--- src/rtl/ehf_pkg.sv ---
`default_nettype none

package ehf_pkg;

  localparam int HDR_LEN     = 14;
  localparam int CNT_W       = $clog2(HDR_LEN + 1);
  localparam int IDX_W       = $clog2(HDR_LEN);
  localparam int MAC_W       = 48;
  localparam int TYPE_W      = 16;
  localparam int HDR_W       = 2 * MAC_W + TYPE_W;
  localparam int DATA_W      = 64;
  localparam int PADDR_W     = 5;
  localparam int QUEUE_DEPTH = 2;

  // Byte positions within the header
  localparam int SRC_POS  = 6;
  localparam int TYPE_POS = 12;

  localparam logic [7:0] BYTE_MASK = 8'hFF;

  // Register indexes (taken from paddr[4:3])
  typedef enum logic [1:0] {
    REG_LOCAL_MAC = 2'd0,
    REG_ARP_TYPE  = 2'd1,
    REG_IP_TYPE   = 2'd2,
    REG_NONE      = 2'd3
  } reg_idx_e;

  localparam logic [TYPE_W-1:0] ARP_TYPE_RST = 16'h0806;
  localparam logic [TYPE_W-1:0] IP_TYPE_RST  = 16'h0800;

  typedef enum logic [1:0] {
    VERDICT_NONE = 2'd0,
    VERDICT_ARP  = 2'd1,
    VERDICT_IP   = 2'd2,
    VERDICT_RSVD = 2'd3
  } verdict_e;

  typedef struct packed {
    logic [7:0] rx_byte;
    logic       frame_start;
  } in_t;

  typedef struct packed {
    logic [1:0] verdict;
    logic       tx_valid;
    logic [7:0] tx_byte;
    logic       last;
  } out_t;

  typedef struct packed {
    logic [MAC_W-1:0]  local_mac;
    logic [TYPE_W-1:0] arp_ethertype;
    logic [TYPE_W-1:0] ip_ethertype;
  } cfg_t;

  // One classified header handed from front to back
  typedef struct packed {
    verdict_e          verdict;
    logic [MAC_W-1:0]  sender_addr;
    logic [MAC_W-1:0]  local_mac;
    logic [TYPE_W-1:0] type_field;
  } job_t;

endpackage

`default_nettype wire

--- src/rtl/ehf_regs.sv ---
`default_nettype none

module ehf_regs (
  input  wire                         clk_i,
  input  wire                         rst_ni,
  input  wire                         psel,
  input  wire                         penable,
  input  wire                         pwrite,
  input  wire  [ehf_pkg::PADDR_W-1:0] paddr,
  input  wire  [ehf_pkg::DATA_W-1:0]  pwdata,
  output logic [ehf_pkg::DATA_W-1:0]  prdata,
  output ehf_pkg::cfg_t               cfg_o
);
  import ehf_pkg::*;

  cfg_t     cfg_q, cfg_d;
  reg_idx_e idx;
  logic     wr_en;

  assign idx   = reg_idx_e'(paddr[PADDR_W-1:PADDR_W-2]);
  assign wr_en = psel & penable & pwrite;

  always_comb begin
    cfg_d = cfg_q;
    if (wr_en) begin
      case (idx)
        REG_LOCAL_MAC: cfg_d.local_mac     = pwdata[MAC_W-1:0];
        REG_ARP_TYPE:  cfg_d.arp_ethertype = pwdata[TYPE_W-1:0];
        REG_IP_TYPE:   cfg_d.ip_ethertype  = pwdata[TYPE_W-1:0];
        default:       cfg_d = cfg_q;
      endcase
    end
  end

  always_comb begin
    case (idx)
      REG_LOCAL_MAC: prdata = DATA_W'(cfg_q.local_mac);
      REG_ARP_TYPE:  prdata = DATA_W'(cfg_q.arp_ethertype);
      REG_IP_TYPE:   prdata = DATA_W'(cfg_q.ip_ethertype);
      default:       prdata = '0;
    endcase
  end

  always_ff @(posedge clk_i or negedge rst_ni) begin
    if (!rst_ni) begin
      cfg_q.local_mac     <= '0;
      cfg_q.arp_ethertype <= ARP_TYPE_RST;
      cfg_q.ip_ethertype  <= IP_TYPE_RST;
    end else begin
      cfg_q <= cfg_d;
    end
  end

  assign cfg_o = cfg_q;

endmodule

`default_nettype wire

--- src/rtl/ehf_front.sv ---
`default_nettype none

module ehf_front (
  input  wire            clk_i,
  input  wire            rst_ni,
  input  wire            accept_i,
  input  ehf_pkg::in_t   rx_i,
  input  ehf_pkg::cfg_t  cfg_i,
  output logic           job_push_o,
  output ehf_pkg::job_t  job_o
);
  import ehf_pkg::*;

  logic [CNT_W-1:0]  count_q, count_d, cnt;
  logic [MAC_W-1:0]  dest_q, dest_d;
  logic [MAC_W-1:0]  sender_q, sender_d;
  logic [TYPE_W-1:0] type_q, type_d;
  logic              in_hdr;

  assign cnt    = rx_i.frame_start ? '0 : count_q;
  assign in_hdr = cnt < CNT_W'(HDR_LEN);

  always_comb begin
    count_d  = count_q;
    dest_d   = dest_q;
    sender_d = sender_q;
    type_d   = type_q;
    if (accept_i) begin
      if (!in_hdr) begin
        count_d = CNT_W'(HDR_LEN);
      end else begin
        count_d = cnt + CNT_W'(1);
        if (cnt < CNT_W'(SRC_POS)) begin
          dest_d = {dest_q[MAC_W-9:0], rx_i.rx_byte};
        end else if (cnt < CNT_W'(TYPE_POS)) begin
          sender_d = {sender_q[MAC_W-9:0], rx_i.rx_byte};
        end else begin
          type_d = {type_q[TYPE_W-9:0], rx_i.rx_byte};
        end
      end
    end
  end

  // Classify on the final header byte; ARP wins over IP
  assign job_push_o = accept_i && (cnt == CNT_W'(HDR_LEN - 1));

  always_comb begin
    job_o.sender_addr = sender_q;
    job_o.local_mac   = cfg_i.local_mac;
    job_o.type_field  = type_d;
    if (type_d == cfg_i.arp_ethertype) begin
      job_o.verdict = VERDICT_ARP;
    end else if (type_d == cfg_i.ip_ethertype && dest_q == cfg_i.local_mac) begin
      job_o.verdict = VERDICT_IP;
    end else begin
      job_o.verdict = VERDICT_NONE;
    end
  end

  always_ff @(posedge clk_i or negedge rst_ni) begin
    if (!rst_ni) begin
      count_q  <= '0;
      dest_q   <= '0;
      sender_q <= '0;
      type_q   <= '0;
    end else begin
      count_q  <= count_d;
      dest_q   <= dest_d;
      sender_q <= sender_d;
      type_q   <= type_d;
    end
  end

endmodule

`default_nettype wire

--- src/rtl/ehf_queue.sv ---
`default_nettype none

module ehf_queue (
  input  wire            clk_i,
  input  wire            rst_ni,
  input  wire            push_i,
  input  ehf_pkg::job_t  data_i,
  output logic           full_o,
  input  wire            pop_i,
  output logic           valid_o,
  output ehf_pkg::job_t  data_o
);
  import ehf_pkg::*;

  localparam int PTR_W = (QUEUE_DEPTH > 1) ? $clog2(QUEUE_DEPTH) : 1;
  localparam int LVL_W = $clog2(QUEUE_DEPTH + 1);

  job_t             mem [QUEUE_DEPTH];
  logic [PTR_W-1:0] wr_ptr_q, wr_ptr_d, rd_ptr_q, rd_ptr_d;
  logic [LVL_W-1:0] level_q, level_d;
  logic             do_push, do_pop;

  assign full_o  = level_q == LVL_W'(QUEUE_DEPTH);
  assign valid_o = level_q != '0;
  assign do_push = push_i && !full_o;
  assign do_pop  = pop_i && valid_o;
  assign data_o  = mem[rd_ptr_q];

  function automatic logic [PTR_W-1:0] ptr_inc(input logic [PTR_W-1:0] p);
    ptr_inc = (p == PTR_W'(QUEUE_DEPTH - 1)) ? '0 : p + PTR_W'(1);
  endfunction

  always_comb begin
    wr_ptr_d = do_push ? ptr_inc(wr_ptr_q) : wr_ptr_q;
    rd_ptr_d = do_pop ? ptr_inc(rd_ptr_q) : rd_ptr_q;
    level_d  = level_q;
    if (do_push && !do_pop) begin
      level_d = level_q + LVL_W'(1);
    end else if (do_pop && !do_push) begin
      level_d = level_q - LVL_W'(1);
    end
  end

  always_ff @(posedge clk_i) begin
    if (do_push) begin
      mem[wr_ptr_q] <= data_i;
    end
  end

  always_ff @(posedge clk_i or negedge rst_ni) begin
    if (!rst_ni) begin
      wr_ptr_q <= '0;
      rd_ptr_q <= '0;
      level_q  <= '0;
    end else begin
      wr_ptr_q <= wr_ptr_d;
      rd_ptr_q <= rd_ptr_d;
      level_q  <= level_d;
    end
  end

endmodule

`default_nettype wire

--- src/rtl/ehf_back.sv ---
`default_nettype none

module ehf_back (
  input  wire            clk_i,
  input  wire            rst_ni,
  input  wire            job_valid_i,
  input  ehf_pkg::job_t  job_i,
  output logic           job_pop_o,
  output logic           empty_o,
  input  wire            pop_i,
  output ehf_pkg::out_t  result_o
);
  import ehf_pkg::*;

  job_t             job_q;
  logic             busy_q;
  logic [IDX_W-1:0] idx_q;
  logic             out_valid_q;
  out_t             out_q;

  logic [HDR_W-1:0] hdr;
  logic [7:0]       hdr_bytes [HDR_LEN];
  logic             advance, last_now, finish;
  out_t             res;

  assign hdr = {job_q.sender_addr, job_q.local_mac, job_q.type_field};

  // Split the reply header into wire-order bytes
  always_comb begin
    for (int k = 0; k < HDR_LEN; k++) begin
      hdr_bytes[k] = hdr[HDR_W-1-8*k -: 8];
    end
  end

  assign last_now = (job_q.verdict != VERDICT_IP) || (idx_q == IDX_W'(HDR_LEN - 1));

  always_comb begin
    res.verdict = job_q.verdict;
    res.last    = last_now;
    if (job_q.verdict == VERDICT_IP) begin
      res.tx_valid = 1'b1;
      res.tx_byte  = hdr_bytes[idx_q] & BYTE_MASK;
    end else begin
      res.tx_valid = 1'b0;
      res.tx_byte  = '0;
    end
  end

  assign advance   = !out_valid_q || pop_i;
  assign finish    = busy_q && advance && last_now;
  assign job_pop_o = job_valid_i && (!busy_q || finish);

  always_ff @(posedge clk_i) begin
    if (job_pop_o) begin
      job_q <= job_i;
    end
    if (advance && busy_q) begin
      out_q <= res;
    end
  end

  always_ff @(posedge clk_i or negedge rst_ni) begin
    if (!rst_ni) begin
      busy_q      <= 1'b0;
      idx_q       <= '0;
      out_valid_q <= 1'b0;
    end else begin
      if (advance) begin
        out_valid_q <= busy_q;
      end
      if (job_pop_o) begin
        busy_q <= 1'b1;
        idx_q  <= '0;
      end else if (finish) begin
        busy_q <= 1'b0;
      end else if (busy_q && advance) begin
        idx_q <= idx_q + IDX_W'(1);
      end
    end
  end

  assign empty_o  = !out_valid_q;
  assign result_o = out_q;

endmodule

`default_nettype wire

--- src/rtl/ethernet_header_filter_reply.sv ---
// A header's result passes the job queue, then the back stage's job and output registers.
// Throughput: one received byte per cycle unless full; one result per cycle unless pop is low,
// so an IP reply is 14 output results while the front keeps classifying the next frame.
// The input stalls (full high) only while the two-entry job queue is full.
// Reset: asynchronous, active low; clears the byte counter, captured fields, queue and output
// stage, and loads the registers with local MAC 0, ARP type 0x0806 and IP type 0x0800.
`default_nettype none

module ethernet_header_filter_reply (
  input  wire                         clk_i,
  input  wire                         rst_ni,
  // Byte input, queue style
  input  wire                         push,
  output logic                        full,
  input  ehf_pkg::in_t                rx_i,
  // Result output, queue style
  output logic                        empty,
  input  wire                         pop,
  output ehf_pkg::out_t               result_o,
  // Configuration port
  input  wire                         psel,
  input  wire                         penable,
  input  wire                         pwrite,
  input  wire  [ehf_pkg::PADDR_W-1:0] paddr,
  input  wire  [ehf_pkg::DATA_W-1:0]  pwdata,
  output logic [ehf_pkg::DATA_W-1:0]  prdata,
  output logic                        pready
);
  import ehf_pkg::*;

  cfg_t cfg;
  job_t job_in, job_out;
  logic accept, job_push, job_full, job_valid, job_pop;

  // The APB port never inserts wait states
  assign pready = 1'b1;

  ehf_regs u_regs (
    .clk_i   (clk_i),
    .rst_ni  (rst_ni),
    .psel    (psel),
    .penable (penable),
    .pwrite  (pwrite),
    .paddr   (paddr),
    .pwdata  (pwdata),
    .prdata  (prdata),
    .cfg_o   (cfg)
  );

  // Hold the byte stream whenever the job queue cannot take another header
  assign full   = job_full;
  assign accept = push && !full;

  // Front: count, capture and classify header bytes
  ehf_front u_front (
    .clk_i      (clk_i),
    .rst_ni     (rst_ni),
    .accept_i   (accept),
    .rx_i       (rx_i),
    .cfg_i      (cfg),
    .job_push_o (job_push),
    .job_o      (job_in)
  );

  // Decouple classification from reply emission
  ehf_queue u_queue (
    .clk_i   (clk_i),
    .rst_ni  (rst_ni),
    .push_i  (job_push),
    .data_i  (job_in),
    .full_o  (job_full),
    .pop_i   (job_pop),
    .valid_o (job_valid),
    .data_o  (job_out)
  );

  // Back: turn each job into one verdict result or a 14-byte reply header
  ehf_back u_back (
    .clk_i       (clk_i),
    .rst_ni      (rst_ni),
    .job_valid_i (job_valid),
    .job_i       (job_out),
    .job_pop_o   (job_pop),
    .empty_o     (empty),
    .pop_i       (pop),
    .result_o    (result_o)
  );

endmodule

`default_nettype wire

--- config.mk ---
export PLATFORM = sky130hd
export DESIGN_NAME = ethernet_header_filter_reply
export DESIGN_NICKNAME = d
export VERILOG_FILES = /design/src/rtl/ehf_pkg.sv /design/src/rtl/ehf_regs.sv /design/src/rtl/ehf_front.sv /design/src/rtl/ehf_queue.sv /design/src/rtl/ehf_back.sv /design/src/rtl/ethernet_header_filter_reply.sv
export SDC_FILE = /design/constraint.sdc
export NUM_CORES = 1
export LEC_CHECK = 0
export BUFFER_PORTS_ARGS = -buffer_cell sky130_fd_sc_hd__buf_2
export CAP_MARGIN = 20
export CELL_PAD_IN_SITES_DETAIL_PLACEMENT = 1
export CELL_PAD_IN_SITES_GLOBAL_PLACEMENT = 1
export CORE_MARGIN = 4
export CORE_UTILIZATION = 40
export CTS_BUF_LIST = sky130_fd_sc_hd__clkbuf_4
export DETAILED_ROUTE_END_ITERATION = 8
export PLACE_DENSITY_LB_ADDON = 0.1
export SYNTH_ARGS = -nofsm -noshare
export SYNTH_HDL_FRONTEND = slang
export SYNTH_HIERARCHICAL = 1
export SYNTH_SLANG_ARGS = --single-unit
--- constraint.sdc ---
create_clock -name clk_i -period 20.7 [get_ports clk_i]
set_clock_uncertainty 0.1 [all_clocks]
set_input_delay 4.14 -clock clk_i [delete_from_list [all_inputs] [get_ports clk_i]]
set_output_delay 4.14 -clock clk_i [all_outputs]
set_load 0.01 [all_outputs]
# Yosys cells after proc, flatten, opt, wreduce, memory -nomap -nowiden
# Memories as Yosys holds them, arrays and structs flattened. A register that Yosys moved wholly into a read port is not among the register bits.
# Index checks and enable logic that the tools add are counted.
# word_totals
ff_bits	218
ram_bits	228
inputBits	85
out_inout_bits	79
elab_cells	96
n_memories	1
# mem_list
name	words	width	rd	rd_ports_with_merged_regs	write_ports	line_no	source
u_queue.mem	2	114	1	1	1	ehf_queue.sv:18	job_t mem [QUEUE_DEPTH];
# op_classes
addsub	6
n_lt_le_gt_ge	4
eq_ne	11
mux	24
bitwise	4
reduce_logical	29
# ops
cell	n
$pmux 48 s3	1
$mux 16	4
$eq 48x48->1	1
$bmux 8 s4	1
$eq 16x16->1	2
$mux 4	5
$mux 8	2
$logic_and 1x1->1	10
$mux 9	1
$add 4x1->4 const B	2
$eq 4x4->1 const B	2
$lt 4x4->1 const B	2
$mux 2	4
$reduce_and 2->1	4
$reduce_bool 2->1	4
$eq 2x2->1 const B	3
$mux 1	6
$ge 5x5->1 const B	1
$logic_not 1->1	5
$not 4->5	1
$lt 4x3->1 const B	1
$ne 2x2->1 const B	2
$reduce_and 4->1	1
$logic_or 1x1->1	3
8 further kinds	10

# Logic depth before layout (Yosys ltp)
# logic_depth
ltp_word	10
depth_mapped	13

# By module
# The synthesis kept the hierarchy.
# modules_own_cells
mod	n_inst	cells_per_inst	area_per_inst_um2	seq_area_each_um2
ehf_queue	1	374	8624.5	6946.7
ehf_front	1	508	6005.8	2902.8
ehf_back	1	284	5137.4	3933.8
ehf_regs	1	279	3689.8	2006.9
ethernet_header_filter_reply	1	3	25.0	0.0

# Worst setup path before layout
# Ideal clock, no wire load.
# synth_timing
kind	input to register
startpoint	input port push
endpoint	memory u_queue/mem[0][0] in the netlist's numbering, enable pin
t_arrival_ns	9.959
required_ns	20.012
slack_ns	10.053
cell_stages	7
path_cell_list	nor2b_4 buf_4 and4b_4 clkbuf_1 and2_1 nand2_1 nor2_1
# synth_between
elab_chain_cells	5
# synth_lines
element	line_no	source
start, declared	ethernet_header_filter_reply.sv:13	input wire push,
$logic_and 1x1->1	ethernet_header_filter_reply.sv:52	assign accept = push && !full;
$logic_and 1x1->1	ehf_front.sv:45	assign job_push_o = accept_i && (cnt == CNT_W'(HDR_LEN - 1));
named net job_push	ethernet_header_filter_reply.sv:33	logic accept, job_push, job_full, job_valid, job_pop;
$logic_and 1x1->1	ehf_queue.sv:25	assign do_push = push_i && !full_o;
$mux 1	ehf_queue.sv:45	if (do_push) begin
$mux 1 (implied by the code)	ehf_queue.sv:46	mem[wr_ptr_q] <= data_i;
end, declared	ehf_queue.sv:18	
# The timed path passes the listed nets, and every way through them passes these cells.

# Final worst setup path
# layout_timing
startpoint	input port paddr[3] in the netlist's numbering
endpoint	output port prdata[3] in the netlist's numbering
# layout_between
elab_chain_cells	2
# layout_lines
element	line_no	source
start, declared	ethernet_header_filter_reply.sv:24	input wire [ehf_pkg::PADDR_W-1:0] paddr,
$eq 2x2->1, or another cell as far along	ehf_regs.sv:36	case (idx)
$pmux 48 s3 *	ehf_regs.sv:36	
end, declared	ethernet_header_filter_reply.sv:26	output logic [ehf_pkg::DATA_W-1:0] prdata,
# Every way passes the cells marked *; elsewhere a longest branch is shown, timed or not.

==> metrics <==
Iteration-0 DRC Markers=771; count leader, synth=edfxtp_1; fin crit share=47.20%; post-DP HPWL=37,530 µm; PD cells=110.8 nW/µm²; leakage=between 10 and 15 nW; clock sink count=560; status=completed; GRT Util Overall=18.58%; first-pass GRT wire length=87,060 µm; via count=around 13,000; Placed Area=roughly 24,000 µm²; Final setup viols=0; initial antenna violation count=1; Starting Density=between 40% and 50%; Port Buf Inserts=~130; Worst path most repeated cell=buf_2; Startpoint Class=input pin; MaxCap Viol Count=0; Tightest Pin Transition=1040 ps; CP Buf/Inv Count=3; fin area=26,520 µm²; Synth cell types=56; Hold Buf Count CTS=0; worst r2r src=u_queue/level_q[0]$_DFFE_PN0P_; Die Footprint=62,650 µm²; Clock Latency Late Sink=a little over 900 ps; CTS tree=done; CP max stage cell=nor2b_1; CTS clk-pin slew, worst paths=about 60 ps; cell count after synthesis=1,448; Syn Area/Cell=16.22 µm²; post-synth top area cell=edfxtp_1; CP delay by family, top=buffers and inverters; DRC viols=0; critical path peak fanout=21; CP endpoint kind=output pin; Post-synth EDFFs=354; Critical Path Source=paddr[3]; Pre-antenna DRT Iters=5; vias in the first global route=around 14,000; maximum clock rate=102.4 MHz; I/O Pins=164; CTS root buf=clkbuf_4; pin count of the biggest net entering global routing=between 100 and 150; Synth top cells by count=edfxtp_1, mux2_2, dfrtp_1; Core ar.=57,920 µm²; cts bufs inserted=~150; post-CTS sizing=0; remaining antenna violation count=0; Critical Path RT=16,460 ps; Die Ht=about 250 µm; post-layout min period=9770 ps; RSZ-0062 raised after global routing=no; Layout area overhead=12.94%; ys flop type=edfxtp_1; Die X=250.3 µm; max incr delay on CP=460 ps; layout cells sized above 1=about two fifths; GPL Wtd Cong=0.7924; Clock Tree Buf Depth=3; slew margin rel.=30.66%; Yosys top cell area share=45.27%; Critical Path AT=5530 ps; Routed WL=approximately 58,000 µm; Final TNS setup=0 ps; post-CTS setup buffer count=0; Fin. Hold Viols=0; sequential area share after synthesis=roughly two thirds; Final nets=1,725; cell breakdown of the critical path=buf_2 > nor2b_1 > buf_6 > nand2_1 > o21ai_0 > buf_2; synth top area cells=edfxtp_1, dfrtp_1, mux2_2; Hold Crit Start=u_front/sender_q[42]$_DFFE_PN0P_; Cell Rows=just under 90; Final Slew Violations=0; WL/cell=22.80 µm; Hold Crit Class=flop to flop; GR Overflow Total=0; drt via density=approximately 5; Post-synth ARST share=36.79%; critical path type=input pin to output pin; post-synthesis instance area=between 20,000 and 25,000 µm²; #FFs+latches synth=560; H-Tree Depth=4; Filler cells=5,838; Max VDD drop=0.00004725 V; synth warn=6
## state kept, by name, indices dropped and copies added (netlist names)
register	cells
u_front/sender_q	48
u_front/type_q	16
u_queue/mem	228
u_back/result_o	12
u_queue/wr_ptr_q	1
u_front/count_q	4
u_back/job_q	2
u_back/busy_q	1
u_regs/cfg_o	80
u_front/dest_q	48
u_back/idx_q	4
u_back/hdr	112
u_queue/rd_ptr_q	1
u_queue/level_q	2
u_back/out_valid_q	1
## where the power goes
group,switching (mW),internal [mW],leakage [nW]
clock,0.449,0.570,1.24
sequential,0.165,1.33,5.82
combinational,0.221,0.197,3.38
## logic make-up after synthesis
logic type	Yosys count	synth area share [%]
buffers and inverters	149	4.103
adder cells (fa/ha/maj)	5	0.2664
XOR/XNOR	79	2.946
multiplexers	355	18.10
other	2	0.03198
flip-flops	560	67.24
AO/OA/AOI/OAI	103	2.515
AND/OR/NAND/NOR	195	4.795
## through the flow
step	setup WS, ps	util (%)	cells	power [mW]	hold slack (ps)
6_report	10930	45.79	2526	2.938	361.9
5_1_grt	10770	45.79	2526	3.111	374.5
4_1_cts	10900	45.74	2524	2.996	358.8
3_5_place_dp	10910	42.20	2245	1.952	359.9
3_3_place_gp	10490	42.17	2243	1.937	348.1
2_1_floorplan	10050	-	1463	1.778	327.3
## cell type report
class	count	area, µm²	share of cell area [%]
antenna	1	2.502	0.009436
tap	765	957.2	3.609
multi-input combinational	754	6823	25.73
clock inverter	28	165.2	0.6228
sequential	560	15800	59.56
timing repair buffer	144	807.0	3.043
clock buffer	251	1884	7.105
inverter	23	86.33	0.3255
## per-layer routing
metal | vias up | GRT usage [%] | wire (µm)
li1 | 5793 | - | -
met1 | 6612 | 25.07 | 25700
met2 | 333 | 29.92 | 28140
met3 | 70 | 4.787 | 2852
met4 | 0 | 5.468 | 887
met5 | - | 0 | 0
## placed cells by master (no fill, tap or decap), drive strengths merged, types with 36 or more instances in the layout
cell	n
edfxtp	354
and2	36
buf	144
mux2	294
xor2	62
clkbuf	251
dfrtp	202
mux2i	50
o21ai	47
nand2	41
## path summary, 6_finish.rpt
path | endpoint | slack, ps | cells past startpoint
setup / recovery | prdata[3] | 10930 | 6
hold / removal | u_queue/mem[1][106]$_DFFE_PP_ | 360 | 0
setup reg to reg | u_queue/mem[1][38]$_DFFE_PP_ | 16820 | 8
hold reg to reg | u_queue/mem[1][106]$_DFFE_PP_ | 360 | 0
max in group asynchronous | u_queue/rd_ptr_q$_DFFE_PN0P_ | 15900 | 2
min in group asynchronous | u_regs/cfg_o[45]$_DFFE_PN0P_ | 3060 | 1
Power figures use the tool's default switching activity.
